`src/rtl/dsa_pkg.sv`:
```
package dsa_pkg;

  localparam int FRAC_BITS = 24;

  // settle window, round(0.002 * 2^FRAC_BITS)
  localparam logic [32:0] SETTLE_THR = 33'(((2 << FRAC_BITS) + 500) / 1000);

  localparam logic [31:0] MAX_ELAPSED = 32'd1000;
  localparam logic [31:0] TICK_MS     = 32'd4;

  // num / 100000 = (|num| >> 5) / 3125, the latter by exact reciprocal
  localparam int          PRE_SHIFT = 5;
  localparam int          DIV_SHIFT = 60;
  localparam logic [48:0] DIV_M     = 49'(((64'd1 << DIV_SHIFT) + 64'd3124) / 64'd3125);

  localparam int MUL_A_W = 34;
  localparam int MUL_B_W = 25;
  localparam int PROD_W  = 60;
  localparam int ACC_W   = 100;

  typedef enum logic [2:0] {
    REG_SPRING_K   = 3'd0,
    REG_FRICTION   = 3'd1,
    REG_TARGET     = 3'd2,
    REG_CLIP_MODE  = 3'd3,
    REG_LOWER      = 3'd4,
    REG_UPPER      = 3'd5,
    REG_START_VAL  = 3'd6,
    REG_START_PREV = 3'd7
  } cfg_reg_t;

  typedef enum logic [1:0] {
    CLIP_FREE   = 2'd0,
    CLIP_CLAMP  = 2'd1,
    CLIP_BOUNCE = 2'd2
  } clip_mode_t;

  typedef enum logic [3:0] {
    ST_IDLE,
    ST_CHECK,
    ST_MUL_K,
    ST_MUL_F,
    ST_NUM,
    ST_PP_LL,
    ST_PP_LH,
    ST_PP_HL,
    ST_PP_HH,
    ST_ACC,
    ST_NEW,
    ST_CLIP,
    ST_RESULT
  } ctrl_state_t;

  typedef enum logic [3:0] {
    OP_NONE,
    OP_RESTART,
    OP_ADVANCE,
    OP_MUL_K,
    OP_MUL_F,
    OP_NUM,
    OP_PP_LL,
    OP_PP_LH,
    OP_PP_HL,
    OP_PP_HH,
    OP_ACC,
    OP_NEW,
    OP_CLIP,
    OP_RESULT
  } dp_op_t;

  typedef struct packed {
    dp_op_t op;
  } dp_cmd_t;

  typedef struct packed {
    logic more_ticks;
  } dp_status_t;

endpackage

```
`src/rtl/damped_spring_animator_unit.sv`:
```
// restart word: loads the start position and time, then registers the result in ST_RESULT
// advance word: runs one tick per 4 ms of elapsed time, at most 249 ticks, then registers the result;
//   each tick steps ST_MUL_K through ST_CLIP on one shared 34x25 multiplier
// one word in flight; a new word is taken while the last result waits
// rst_n (synchronous, active low) sets config to defaults and positions and time to zero
module damped_spring_animator_unit (
  input  logic        clk,
  input  logic        rst_n,
  input  logic        in_tvalid,
  output logic        in_tready,
  input  logic [31:0] in_tdata,   // time_ms[31:0]
  input  logic        in_tuser,   // mode
  output logic        out_tvalid,
  input  logic        out_tready,
  output logic [47:0] out_tdata,  // position[31:0], settled[32], ticks_run[40:33],
                                  // time_jump[41], zero[47:42]
  input  logic        cfg_we,
  input  logic [2:0]  cfg_addr,
  input  logic [31:0] cfg_wdata
);

  dsa_pkg::dp_cmd_t    cmd;
  dsa_pkg::dp_status_t status;
  logic [31:0]         res_position;
  logic                res_settled;
  logic [7:0]          res_ticks;
  logic                res_jump;

  dsa_ctrl u_ctrl (
    .clk        (clk),
    .rst_n      (rst_n),
    .in_tvalid  (in_tvalid),
    .in_tready  (in_tready),
    .in_mode    (in_tuser),
    .out_tvalid (out_tvalid),
    .out_tready (out_tready),
    .status     (status),
    .cmd        (cmd)
  );

  dsa_datapath u_datapath (
    .clk          (clk),
    .rst_n        (rst_n),
    .cfg_we       (cfg_we),
    .cfg_addr     (cfg_addr),
    .cfg_wdata    (cfg_wdata),
    .cmd          (cmd),
    .in_time      (in_tdata),
    .status       (status),
    .res_position (res_position),
    .res_settled  (res_settled),
    .res_ticks    (res_ticks),
    .res_jump     (res_jump)
  );

  assign out_tdata = {6'd0, res_jump, res_ticks, res_settled, res_position};

  a_one_in_flight: assert property (@(posedge clk) disable iff (!rst_n)
    in_tvalid && in_tready |=> !in_tready)
    else $error("second word taken while busy");

  a_ticks_bound: assert property (@(posedge clk) disable iff (!rst_n)
    out_tvalid |-> out_tdata[40:33] <= 8'd249)
    else $error("tick count beyond limit");

  a_jump_ticks: assert property (@(posedge clk) disable iff (!rst_n)
    out_tvalid && out_tdata[41] |-> out_tdata[40:33] == 8'd249)
    else $error("clamped gap did not run full tick count");

endmodule

```
`src/rtl/dsa_datapath.sv`:
```
module dsa_datapath (
  input  logic                 clk,
  input  logic                 rst_n,
  input  logic                 cfg_we,
  input  logic [2:0]           cfg_addr,
  input  logic [31:0]          cfg_wdata,
  input  dsa_pkg::dp_cmd_t     cmd,
  input  logic [31:0]          in_time,
  output dsa_pkg::dp_status_t  status,
  output logic [31:0]          res_position,
  output logic                 res_settled,
  output logic [7:0]           res_ticks,
  output logic                 res_jump
);

  localparam int PROD_W_L = dsa_pkg::PROD_W;

  // configuration
  logic [15:0] k_r;
  logic [15:0] f_r;
  logic [31:0] target_r;
  logic [1:0]  clip_r;
  logic [31:0] lo_r;
  logic [31:0] hi_r;
  logic [31:0] sv_r;
  logic [31:0] sp_r;

  // spring state
  logic [31:0] cur_pos_r;
  logic [31:0] prev_pos_r;
  logic [31:0] last_r;
  logic [31:0] now_r;
  logic [7:0]  ticks_r;
  logic        jump_r;

  // tick working registers
  logic signed [PROD_W_L-1:0] prod_r;
  logic [dsa_pkg::ACC_W-1:0]  acc_r;
  logic [47:0]                n1_r;
  logic                       neg_r;
  logic [31:0]                new_r;

  // output word
  logic [31:0] pos_out_r;
  logic        settled_out_r;
  logic [7:0]  ticks_out_r;
  logic        jump_out_r;

  logic signed [dsa_pkg::MUL_A_W-1:0] mul_a;
  logic [dsa_pkg::MUL_B_W-1:0]        mul_b;
  logic signed [dsa_pkg::MUL_B_W:0]   mul_bs;
  logic signed [PROD_W_L-1:0]         mul_p;

  logic [16:0]        f_inc;
  logic [20:0]        kf;
  logic signed [32:0] tc_diff;
  logic signed [32:0] vel;
  logic signed [PROD_W_L-1:0] num;
  logic signed [PROD_W_L-1:0] mag;
  logic [39:0]        quo;
  logic signed [40:0] quo_s;
  logic signed [41:0] nc;
  logic [31:0]        elapsed;
  logic [31:0]        elapsed_now;

  logic [31:0]        clip_cur;
  logic [31:0]        clip_prv;
  logic signed [33:0] refl_cur;
  logic signed [33:0] refl_prv;
  logic signed [33:0] refl_base;

  logic signed [32:0] dc;
  logic signed [32:0] dp;
  logic [32:0]        adc;
  logic [32:0]        adp;

  function automatic logic [31:0] sat42(input logic signed [41:0] v);
    logic ovf;
    ovf = (v[41:31] != {11{v[41]}});
    if (ovf) begin
      sat42 = v[41] ? 32'h8000_0000 : 32'h7fff_ffff;
    end else begin
      sat42 = v[31:0];
    end
  endfunction

  // multiplier operand selection
  assign f_inc   = {1'b0, f_r} + 17'd1;
  assign kf      = {1'b0, f_inc, 3'b000} + {3'b000, f_inc, 1'b0};
  assign tc_diff = $signed({target_r[31], target_r}) - $signed({cur_pos_r[31], cur_pos_r});
  assign vel     = $signed({cur_pos_r[31], cur_pos_r}) - $signed({prev_pos_r[31], prev_pos_r});

  always_comb begin
    mul_a = '0;
    mul_b = '0;
    case (cmd.op)
      dsa_pkg::OP_MUL_K: begin
        mul_a = dsa_pkg::MUL_A_W'(tc_diff);
        mul_b = dsa_pkg::MUL_B_W'(k_r);
      end
      dsa_pkg::OP_MUL_F: begin
        mul_a = dsa_pkg::MUL_A_W'(vel);
        mul_b = dsa_pkg::MUL_B_W'(kf);
      end
      dsa_pkg::OP_PP_LL: begin
        mul_a = dsa_pkg::MUL_A_W'(n1_r[24:0]);
        mul_b = dsa_pkg::DIV_M[24:0];
      end
      dsa_pkg::OP_PP_LH: begin
        mul_a = dsa_pkg::MUL_A_W'(n1_r[24:0]);
        mul_b = dsa_pkg::MUL_B_W'(dsa_pkg::DIV_M[48:25]);
      end
      dsa_pkg::OP_PP_HL: begin
        mul_a = dsa_pkg::MUL_A_W'(n1_r[47:25]);
        mul_b = dsa_pkg::DIV_M[24:0];
      end
      dsa_pkg::OP_PP_HH: begin
        mul_a = dsa_pkg::MUL_A_W'(n1_r[47:25]);
        mul_b = dsa_pkg::MUL_B_W'(dsa_pkg::DIV_M[48:25]);
      end
      default: begin
        mul_a = '0;
        mul_b = '0;
      end
    endcase
  end

  assign mul_bs = $signed({1'b0, mul_b});
  assign mul_p  = PROD_W_L'(mul_a) * PROD_W_L'(mul_bs);

  // force numerator, quotient and new position
  assign num   = $signed(acc_r[PROD_W_L-1:0]) - prod_r;
  assign mag   = num[PROD_W_L-1] ? -num : num;
  assign quo   = acc_r[dsa_pkg::ACC_W-1:dsa_pkg::DIV_SHIFT];
  assign quo_s = neg_r ? -$signed({1'b0, quo}) : $signed({1'b0, quo});
  assign nc    = 42'($signed({cur_pos_r[31], cur_pos_r, 1'b0}))
               - 42'($signed(prev_pos_r)) + 42'(quo_s);

  // clip rule
  assign refl_base = dsa_pkg::clip_mode_t'(clip_r) == dsa_pkg::CLIP_BOUNCE &&
                     $signed(new_r) > $signed(hi_r) ?
                     $signed({hi_r[31], hi_r, 1'b0}) : $signed({lo_r[31], lo_r, 1'b0});
  assign refl_cur  = refl_base - 34'($signed(new_r));
  assign refl_prv  = refl_base - 34'($signed(cur_pos_r));

  always_comb begin
    clip_cur = new_r;
    clip_prv = cur_pos_r;
    case (dsa_pkg::clip_mode_t'(clip_r))
      dsa_pkg::CLIP_CLAMP: begin
        if ($signed(new_r) > $signed(hi_r)) begin
          clip_cur = hi_r;
          clip_prv = hi_r;
        end else if ($signed(new_r) < $signed(lo_r)) begin
          clip_cur = lo_r;
          clip_prv = lo_r;
        end
      end
      dsa_pkg::CLIP_BOUNCE: begin
        if ($signed(new_r) > $signed(hi_r) || $signed(new_r) < $signed(lo_r)) begin
          clip_cur = sat42(42'(refl_cur));
          clip_prv = sat42(42'(refl_prv));
        end
      end
      default: begin
        clip_cur = new_r;
        clip_prv = cur_pos_r;
      end
    endcase
  end

  // time keeping
  assign elapsed     = in_time - last_r;
  assign elapsed_now = now_r - last_r;
  assign status.more_ticks = elapsed_now > dsa_pkg::TICK_MS;

  // settle test
  assign dc  = $signed({cur_pos_r[31], cur_pos_r}) - $signed({target_r[31], target_r});
  assign dp  = $signed({prev_pos_r[31], prev_pos_r}) - $signed({target_r[31], target_r});
  assign adc = dc[32] ? 33'(-dc) : 33'(dc);
  assign adp = dp[32] ? 33'(-dp) : 33'(dp);

  always_ff @(posedge clk) begin
    if (!rst_n) begin
      k_r      <= 16'd200;
      f_r      <= 16'd400;
      target_r <= 32'h0100_0000;
      clip_r   <= dsa_pkg::CLIP_FREE;
      lo_r     <= 32'd0;
      hi_r     <= 32'h0100_0000;
      sv_r     <= 32'd0;
      sp_r     <= 32'd0;
    end else if (cfg_we) begin
      case (dsa_pkg::cfg_reg_t'(cfg_addr))
        dsa_pkg::REG_SPRING_K:   k_r      <= cfg_wdata[15:0];
        dsa_pkg::REG_FRICTION:   f_r      <= cfg_wdata[15:0];
        dsa_pkg::REG_TARGET:     target_r <= cfg_wdata;
        dsa_pkg::REG_CLIP_MODE:  clip_r   <= cfg_wdata[1:0];
        dsa_pkg::REG_LOWER:      lo_r     <= cfg_wdata;
        dsa_pkg::REG_UPPER:      hi_r     <= cfg_wdata;
        dsa_pkg::REG_START_VAL:  sv_r     <= cfg_wdata;
        dsa_pkg::REG_START_PREV: sp_r     <= cfg_wdata;
        default: k_r <= k_r;
      endcase
    end
  end

  always_ff @(posedge clk) begin
    if (!rst_n) begin
      cur_pos_r  <= 32'd0;
      prev_pos_r <= 32'd0;
      last_r     <= 32'd0;
    end else begin
      case (cmd.op)
        dsa_pkg::OP_RESTART: begin
          cur_pos_r  <= sv_r;
          prev_pos_r <= sp_r;
          last_r     <= in_time;
        end
        dsa_pkg::OP_ADVANCE: begin
          if (elapsed > dsa_pkg::MAX_ELAPSED) begin
            last_r <= in_time - dsa_pkg::MAX_ELAPSED;
          end
        end
        dsa_pkg::OP_CLIP: begin
          cur_pos_r  <= clip_cur;
          prev_pos_r <= clip_prv;
          last_r     <= last_r + dsa_pkg::TICK_MS;
        end
        default: begin
          cur_pos_r <= cur_pos_r;
        end
      endcase
    end
  end

  always_ff @(posedge clk) begin
    case (cmd.op)
      dsa_pkg::OP_RESTART: begin
        now_r   <= in_time;
        ticks_r <= 8'd0;
        jump_r  <= 1'b0;
      end
      dsa_pkg::OP_ADVANCE: begin
        now_r   <= in_time;
        ticks_r <= 8'd0;
        jump_r  <= elapsed > dsa_pkg::MAX_ELAPSED;
      end
      dsa_pkg::OP_MUL_K: begin
        prod_r <= mul_p;
      end
      dsa_pkg::OP_MUL_F: begin
        prod_r <= mul_p;
        acc_r  <= dsa_pkg::ACC_W'(prod_r);
      end
      dsa_pkg::OP_NUM: begin
        neg_r <= num[PROD_W_L-1];
        n1_r  <= mag[47+dsa_pkg::PRE_SHIFT:dsa_pkg::PRE_SHIFT];
      end
      dsa_pkg::OP_PP_LL: begin
        prod_r <= mul_p;
      end
      dsa_pkg::OP_PP_LH: begin
        prod_r <= mul_p;
        acc_r  <= dsa_pkg::ACC_W'(prod_r[49:0]);
      end
      dsa_pkg::OP_PP_HL: begin
        prod_r <= mul_p;
        acc_r  <= acc_r + (dsa_pkg::ACC_W'(prod_r[49:0]) << 25);
      end
      dsa_pkg::OP_PP_HH: begin
        prod_r <= mul_p;
        acc_r  <= acc_r + (dsa_pkg::ACC_W'(prod_r[49:0]) << 25);
      end
      dsa_pkg::OP_ACC: begin
        acc_r <= acc_r + (dsa_pkg::ACC_W'(prod_r[49:0]) << 50);
      end
      dsa_pkg::OP_NEW: begin
        new_r <= sat42(nc);
      end
      dsa_pkg::OP_CLIP: begin
        ticks_r <= ticks_r + 8'd1;
      end
      dsa_pkg::OP_RESULT: begin
        pos_out_r     <= cur_pos_r;
        settled_out_r <= (adc < dsa_pkg::SETTLE_THR) && (adp < dsa_pkg::SETTLE_THR);
        ticks_out_r   <= ticks_r;
        jump_out_r    <= jump_r;
      end
      default: begin
        now_r <= now_r;
      end
    endcase
  end

  assign res_position = pos_out_r;
  assign res_settled  = settled_out_r;
  assign res_ticks    = ticks_out_r;
  assign res_jump     = jump_out_r;

endmodule

```
`src/rtl/dsa_ctrl.sv`:
```
module dsa_ctrl (
  input  logic                clk,
  input  logic                rst_n,
  input  logic                in_tvalid,
  output logic                in_tready,
  input  logic                in_mode,
  output logic                out_tvalid,
  input  logic                out_tready,
  input  dsa_pkg::dp_status_t status,
  output dsa_pkg::dp_cmd_t    cmd
);

  dsa_pkg::ctrl_state_t state_r;
  dsa_pkg::ctrl_state_t state_nxt;
  logic                 out_valid_r;
  logic                 out_valid_nxt;

  always_ff @(posedge clk) begin
    if (!rst_n) begin
      state_r     <= dsa_pkg::ST_IDLE;
      out_valid_r <= 1'b0;
    end else begin
      state_r     <= state_nxt;
      out_valid_r <= out_valid_nxt;
    end
  end

  always_comb begin
    state_nxt     = state_r;
    out_valid_nxt = out_valid_r && !out_tready;
    in_tready     = 1'b0;
    cmd.op        = dsa_pkg::OP_NONE;
    case (state_r)
      dsa_pkg::ST_IDLE: begin
        in_tready = 1'b1;
        if (in_tvalid) begin
          if (in_mode) begin
            cmd.op    = dsa_pkg::OP_ADVANCE;
            state_nxt = dsa_pkg::ST_CHECK;
          end else begin
            cmd.op    = dsa_pkg::OP_RESTART;
            state_nxt = dsa_pkg::ST_RESULT;
          end
        end
      end
      dsa_pkg::ST_CHECK: begin
        state_nxt = status.more_ticks ? dsa_pkg::ST_MUL_K : dsa_pkg::ST_RESULT;
      end
      dsa_pkg::ST_MUL_K: begin
        cmd.op    = dsa_pkg::OP_MUL_K;
        state_nxt = dsa_pkg::ST_MUL_F;
      end
      dsa_pkg::ST_MUL_F: begin
        cmd.op    = dsa_pkg::OP_MUL_F;
        state_nxt = dsa_pkg::ST_NUM;
      end
      dsa_pkg::ST_NUM: begin
        cmd.op    = dsa_pkg::OP_NUM;
        state_nxt = dsa_pkg::ST_PP_LL;
      end
      dsa_pkg::ST_PP_LL: begin
        cmd.op    = dsa_pkg::OP_PP_LL;
        state_nxt = dsa_pkg::ST_PP_LH;
      end
      dsa_pkg::ST_PP_LH: begin
        cmd.op    = dsa_pkg::OP_PP_LH;
        state_nxt = dsa_pkg::ST_PP_HL;
      end
      dsa_pkg::ST_PP_HL: begin
        cmd.op    = dsa_pkg::OP_PP_HL;
        state_nxt = dsa_pkg::ST_PP_HH;
      end
      dsa_pkg::ST_PP_HH: begin
        cmd.op    = dsa_pkg::OP_PP_HH;
        state_nxt = dsa_pkg::ST_ACC;
      end
      dsa_pkg::ST_ACC: begin
        cmd.op    = dsa_pkg::OP_ACC;
        state_nxt = dsa_pkg::ST_NEW;
      end
      dsa_pkg::ST_NEW: begin
        cmd.op    = dsa_pkg::OP_NEW;
        state_nxt = dsa_pkg::ST_CLIP;
      end
      dsa_pkg::ST_CLIP: begin
        cmd.op    = dsa_pkg::OP_CLIP;
        state_nxt = dsa_pkg::ST_CHECK;
      end
      dsa_pkg::ST_RESULT: begin
        if (!out_valid_r || out_tready) begin
          cmd.op        = dsa_pkg::OP_RESULT;
          out_valid_nxt = 1'b1;
          state_nxt     = dsa_pkg::ST_IDLE;
        end
      end
      default: begin
        state_nxt = dsa_pkg::ST_IDLE;
      end
    endcase
  end

  assign out_tvalid = out_valid_r;

endmodule

```
`config.mk`:
```
export PLATFORM = sky130hd
export DESIGN_NAME = damped_spring_animator_unit
export DESIGN_NICKNAME = d
export VERILOG_FILES = /design/src/rtl/dsa_pkg.sv /design/src/rtl/damped_spring_animator_unit.sv /design/src/rtl/dsa_datapath.sv /design/src/rtl/dsa_ctrl.sv
export SDC_FILE = /design/constraint.sdc
export NUM_CORES = 2
export LEC_CHECK = 0
export BUFFER_PORTS_ARGS = -buffer_cell sky130_fd_sc_hd__buf_2
export CAP_MARGIN = 20
export CORE_UTILIZATION = 30
export DETAILED_ROUTE_END_ITERATION = 10
export PLACE_DENSITY = 0.51
export SKIP_CTS_REPAIR_TIMING = 1
export SLEW_MARGIN = 25
export SYNTH_ARGS = -nofsm -noshare
export SYNTH_HDL_FRONTEND = slang
export SYNTH_SLANG_ARGS = --single-unit
```
`constraint.sdc`:
```
create_clock -name clk -period 14.7 [get_ports clk]
set_input_delay 2.94 -clock clk [delete_from_list [all_inputs] [get_ports clk]]
set_output_delay 2.94 -clock clk [all_outputs]
set_load 0.01 [all_outputs]
```
# Word-level counts from Yosys, hierarchy flattened

Cells that the tools add are included.

$add $sub $neg: 22
$lt $le $gt $ge: 6
Equal/unequal tests: 40
Multipliers: 1
Muxes and demuxes: 40
Reductions and logical operators: 30

Operator list:

| operator                                                                        | count |
|---|---|
| 32-bit two-way mux                                                              | 13 |
| 100-bit one-hot mux with 4 select lines                                         | 1 |
| 32-bit one-hot mux with 2 select lines                                          | 4 |
| 34-bit one-hot mux with 4 select lines                                          | 1 |
| 32-bit by 32-bit subtractor with 33-bit output                                  | 4 |
| 100-bit adder                                                                   | 1 |
| 100-bit by 75-bit adder with 100-bit output                                     | 1 |
| 24-bit one-hot mux with 4 select lines                                          | 1 |
| 32-bit one-hot mux with 3 select lines                                          | 1 |
| 34-bit by 32-bit subtractor with 34-bit output                                  | 2 |
| 33-bit by 16-bit less-than comparator with 1-bit output (second input constant) | 2 |
| 33-bit two-way mux                                                              | 2 |
| 33-bit negator                                                                  | 2 |
| 32-bit subtractor                                                               | 2 |
| 60-bit subtractor                                                               | 1 |
| 34-bit by 25-bit multiplier with 59-bit output                                  | 1 |
| 53-bit two-way mux                                                              | 1 |
| 53-bit negator                                                                  | 1 |
| 4-bit one-hot mux with 13 select lines                                          | 1 |
| 4-bit one-hot mux with 12 select lines                                          | 1 |
| 4-bit equality test (second input constant)                                     | 11 |
| 34-bit by 41-bit adder with 42-bit output                                       | 1 |
| 41-bit two-way mux                                                              | 1 |
| 40-bit negator with 41-bit output                                               | 1 |
| 39 further kinds                                                                | 82 |

Input port bits: 73
Output and inout port bits: 50
Word-level logic and storage cells: 164
Flip-flop bits (word level): 619

# Longest topological paths before layout

Depth after elaboration: 9
Gate-level depth with buffers: 45
Mapped depth without buffers: 44

# Hierarchy

Synthesis repeated with hierarchy kept, for this count alone.

Cells, all modules: 10481
Area, all modules: 86000.0 sq um

Modules (own cells, without submodules):

| module                      | cells each | times used | sequential area each (sq um) | area an instance (sq um) |
|---|---|---|---|---|
| dsa_datapath                | 10415      | 1          | 15504.9                      | 85518.3 |
| dsa_ctrl                    | 57         | 1          | 100.1                        | 417.9 |
| damped_spring_animator_unit | 9          | 1          | 0.0                          | 63.8 |

# Worst setup path after synthesis

OpenSTA, ideal clock, no wires.

Kind: input-to-reg
Start: input port in_tvalid
End: register u_datapath.prod_r[57] (data pin)
Data required time: 14.437 ns
Setup time: 0.263 ns
Stages: 38
Arrival time: 12.139 ns
Setup slack: 2.298 ns
Path through: nand2_1 -> inv_1 -> nand2_1 -> o311ai_0 -> and2_0 -> clkbuf_1 -> clkbuf_1 -> a21oi_1 -> o21ai_1 -> clkbuf_1 -> nand2_1 -> fa_1 -> inv_1 -> fa_1 -> inv_1 -> fa_1 -> fa_1 -> inv_1 -> (+2 left out) -> inv_1 -> fa_1 -> inv_1 -> ha_1 -> a21oi_1 -> o22ai_1 -> a311o_1 -> a21oi_1 -> o21ai_0 -> o21ba_2 -> nor2b_1 -> a221o_1 -> a221oi_1 -> o21ai_0 -> o221ai_1 -> o21bai_1 -> a311oi_1 -> xnor2_1

Cells in the longest elaborated chain, start to end: 6

Ends and longest elaborated chain:

| item                                                                                             | RTL line                         | source |
|---|---|---|
| start, declared                                                                                  | damped_spring_animator_unit.sv:9 | `input logic in_tvalid,` |
| 4-bit two-way mux *                                                                              | dsa_ctrl.sv:36                   | `if (in_tvalid) begin` |
| 4-bit one-hot mux with 12 select lines *                                                         | dsa_ctrl.sv:33                   | `case (state_r)` |
| 4-bit equality test or 4-bit by 3-bit equality test with 1-bit output (tied branches)            | dsa_datapath.sv:96               | `case (cmd.op)` |
| 2-bit OR reduction (no source line)                                                              | --                               |  |
| 34-bit one-hot mux with 4 select lines or 24-bit one-hot mux with 4 select lines (tied branches) | dsa_datapath.sv:96               |  |
| 34-bit by 25-bit multiplier with 59-bit output *                                                 | dsa_datapath.sv:129              | `assign mul_p = PROD_W_L'(mul_a) * PROD_W_L'(mul_bs);` |
| via u_datapath.mul_p[57]                                                                         | dsa_datapath.sv:52               | `logic signed [PROD_W_L-1:0] mul_p;` |
| end signal, assigned                                                                             | dsa_datapath.sv:250              | `prod_r <= mul_p;` |
| end signal, assigned                                                                             | dsa_datapath.sv:253              | `prod_r <= mul_p;` |
| end signal, assigned                                                                             | dsa_datapath.sv:261              | `prod_r <= mul_p;` |
| end, declared                                                                                    | dsa_datapath.sv:37               | `logic signed [PROD_W_L-1:0] prod_r;` |

The timed path passes the listed nets; every way through them passes the cells marked *.
A chain may end at the register's enable or synchronous reset.

# Final worst setup path

Same ends and word-level chain as after synthesis.

==> reports/metrics.yaml <==
run_status: "finished, final reports clean"
regArea_sq_mm: 0.0156
hold_ws_ns: 0.440
cts_buffer_depth: 3
via_per_inst: 5.49
grt_max_degree: 179
postLayoutCoreUtil: 0.331
fmax_mhz: 74.5
cp.arrival_ns: 13.90
worstSkewPairLatency_ns: 0.77
reg2reg_from: "u_datapath.cur_pos_r[1]$_SDFFE_PN0P_"
io_buffers: 116
finalSetupTns_ns: 0
dr.first_iter.drc_count: 6969
synth_edf_count: 323
cpPeakStageDelay_ns: 0.87
hold_path_class: "register to register"
powerDensity_mw_per_mm2: 245
synthFlopType: "edfxtp_1"
fp.dieW_um: 535
final_cells: 14000
synth_top_area_cell: "fa_1"
synth_common_cells: "inv_1 (1416), nand2_1 (1256), fa_1 (833)"
clk_pin_slew_worst_paths_ns: 0.06
ios: 123
endpoint_kind: "register"
multiInputGateArea_sq_mm: 0.0631
vias: 77000
setup_viol_count_final: 0
netlist_instances: 10200
cts.htree.levels: 3
area_growth_pct: 9.64
yosys_warnings: 0
slew_viol_final: 0
post-synth-top-count-cell: "inv_1"
crit_start: "in_tvalid"
gp_congestion: 0.969
start_util: 0.302
leakagePower_nw: 41.2
reg2reg_to: "u_datapath.prod_r[57]$_DFFE_PP_"
tightest_slew_ns: 1.12
finalHoldViolations: 0
syn_avg_cell_area_sq_um: 8.32
rsz0062_at_grt: "no"
syn-cell-area_sq_mm: 0.0853
antenna_found_initial: 27
cts_tree: "built"
grt_pass1_vias: 76600
crit_path_frequent_cell: "fa_1"
crit_type: "input port to register"
slew_headroom: 0.254
num-nets-final: 11800
wl_um: 348000
power.total_w: 0.0229
drive_above_1_share: 0.0588
ant_nets: 0
num_rows: 195
coreArea_sq_mm: 0.283
cts_sinks: 618
wire_per_inst_um: 24.8
die_y_um: 535
firstDrtPassIters: 7
drc: 0
gr-usage-all-layers: 0.239
synthTopCellsByArea: "fa_1 (20%), edfxtp_1 (11%), ha_1 (10%), dfxtp_1 (6.9%), inv_1 (6.2%)"
numCtsBuffers: 79
regToRegSetupSlack_ns: 1.34
dp_hpwl_um: 278000
synth_cell_type_count: 109
layout_min_cycle_time_ns: 13.41
crit_required_ns: 15.18
critPathMaxFanout: 32
ir_worst_vdd_mv: 0.193
async_reset_ff_frac: 0
yosysSeqAreaShare: 0.183
fin_skew_ns: 0.0566
num-fill-cells: 29700
dieArea_sq_mm: 0.286
reg2regPathDepth: 43
cp-start-kind: "input port"
synth-seq-cells: 618
cts-root-buf: "clkbuf_16"
cap_violations: 0
crit_end: "u_datapath.prod_r[57]$_DFFE_PP_"
grt_overflow: 0
synth_top_area_frac: 0.196
placed_cells: 13900
grt_pass1_wl_um: 512000
critPathSlowestCell: "a221o_1"
finalCritPeriodShare: 0.913
power breakdown:
group          leakage, nW  switching (W)  internal (W)  total (W)
clock network         1.31       0.000935       0.00117    0.00211
registers             5.40       0.000661       0.00277    0.00343
logic                 34.5         0.0113       0.00602     0.0173
worst max-delay path, delay by kind of cell:
family	cells	cell delay [ns]
buffers and inverters	11	1.77
AOI/OAI and AO/OA	13	4.24
xor gates and xnor gates	1	0.10
adders and majority gates	8	3.92
and+or+nand+nor	5	0.87
layout by cell type, fill, tap and decap left out, types with 80 or more instances in the layout:
cell type     n
inv_1      1415
a31oi_1      95
nand2b_1     96
nand2_1    1251
o21a_1      101
buf_2       115
ha_1        696
xor2_1      223
a21boi_0    206
clkbuf_16    84
xnor2_1     373
nor2_1      630
nor2b_1     116
fa_1        833
a21oi_1     551
o21ai_0     512
edfxtp_1    323
a21o_1      330
nand3_1     167
nor3_1      113
and2_1      117
buf_4       182
and3_1       88
o21bai_1     80
dfxtp_1     295
nand4_1      95
final cells by class:
type | instances | share of cell area
diodes | 14 | 0.000375
clock buffers | 97 | 0.0231
clock inverters | 48 | 0.00598
inverters | 1416 | 0.0568
multi-input cells | 7799 | 0.675
flip-flops and latches | 618 | 0.167
well taps | 3743 | 0.0501
repair buffers | 301 | 0.0217
flip-flops by register name, indices dropped and copies added, names as in the netlist, 4 cells and up:
name and flops:
u_datapath.n1_r 48, u_datapath.res_ticks 8, u_datapath.f_r 16, u_datapath.cur_pos_r 32, u_datapath.last_r 32, u_datapath.now_r 32
u_datapath.sv_r 32, u_datapath.hi_r 32, u_datapath.target_r 32, u_ctrl.state_r 4, u_datapath.prev_pos_r 32, u_datapath.sp_r 32
u_datapath.new_r 32, u_datapath.lo_r 32, u_datapath.res_position 32, u_datapath.ticks_r 8, u_datapath.k_r 16, u_datapath.prod_r 59
u_datapath.acc_r 100
layer usage:
metal / vias up / share of wire / GRT usage
met5: - / 0.00034 / 0
met4: 18 / 0.047 / 0.0990
met3: 562 / 0.067 / 0.0367
met2: 2856 / 0.46 / 0.390
met1: 38700 / 0.43 / 0.313
li1: 34900 / - / -
per-stage QoR:
| stage | worst slack [ns] | cell area [sq um] |
|---|---|---|
| final | 1.29 | 93500 |
| after global routing | 0.638 | 93500 |
| after CTS | 1.43 | 93500 |
| after detailed placement | 0.732 | 90700 |
| after global placement | 0.880 | 90700 |
| after floorplan | 2.30 | 85400 |
worst min path at each step:
stage / start / end / slack, ns / depth (start not counted)
detailed placement: u_datapath.jump_r$_DFFE_PP_ / u_datapath.res_jump$_DFFE_PN_ / 0.43 / 0
finish: u_datapath.jump_r$_DFFE_PP_ / u_datapath.res_jump$_DFFE_PN_ / 0.44 / 0
CTS: u_datapath.jump_r$_DFFE_PP_ / u_datapath.res_jump$_DFFE_PN_ / 0.44 / 0
floorplan: u_datapath.jump_r$_DFFE_PP_ / u_datapath.res_jump$_DFFE_PN_ / 0.40 / 0
global placement: u_datapath.jump_r$_DFFE_PP_ / u_datapath.res_jump$_DFFE_PN_ / 0.41 / 0
global route: u_datapath.jump_r$_DFFE_PP_ / u_datapath.res_jump$_DFFE_PN_ / 0.46 / 0
cell families (layout without fill, tap and decap cells):
kind of cell | count (synthesis) | count (layout) | synth area share
AOI/OAI and AO/OA | 2631 | 2631 | 0.207
xor gates and xnor gates | 598 | 598 | 0.0616
adders and majority gates | 1531 | 1531 | 0.298
buffers and inverters | 1850 | 1862 | 0.0823
DFF | 618 | 618 | 0.183
muxes | 63 | 63 | 0.00750
other | 2 | 37 | 0.0000881
and+or+nand+nor | 2953 | 2953 | 0.160
Power figures use the tool's default switching activity.
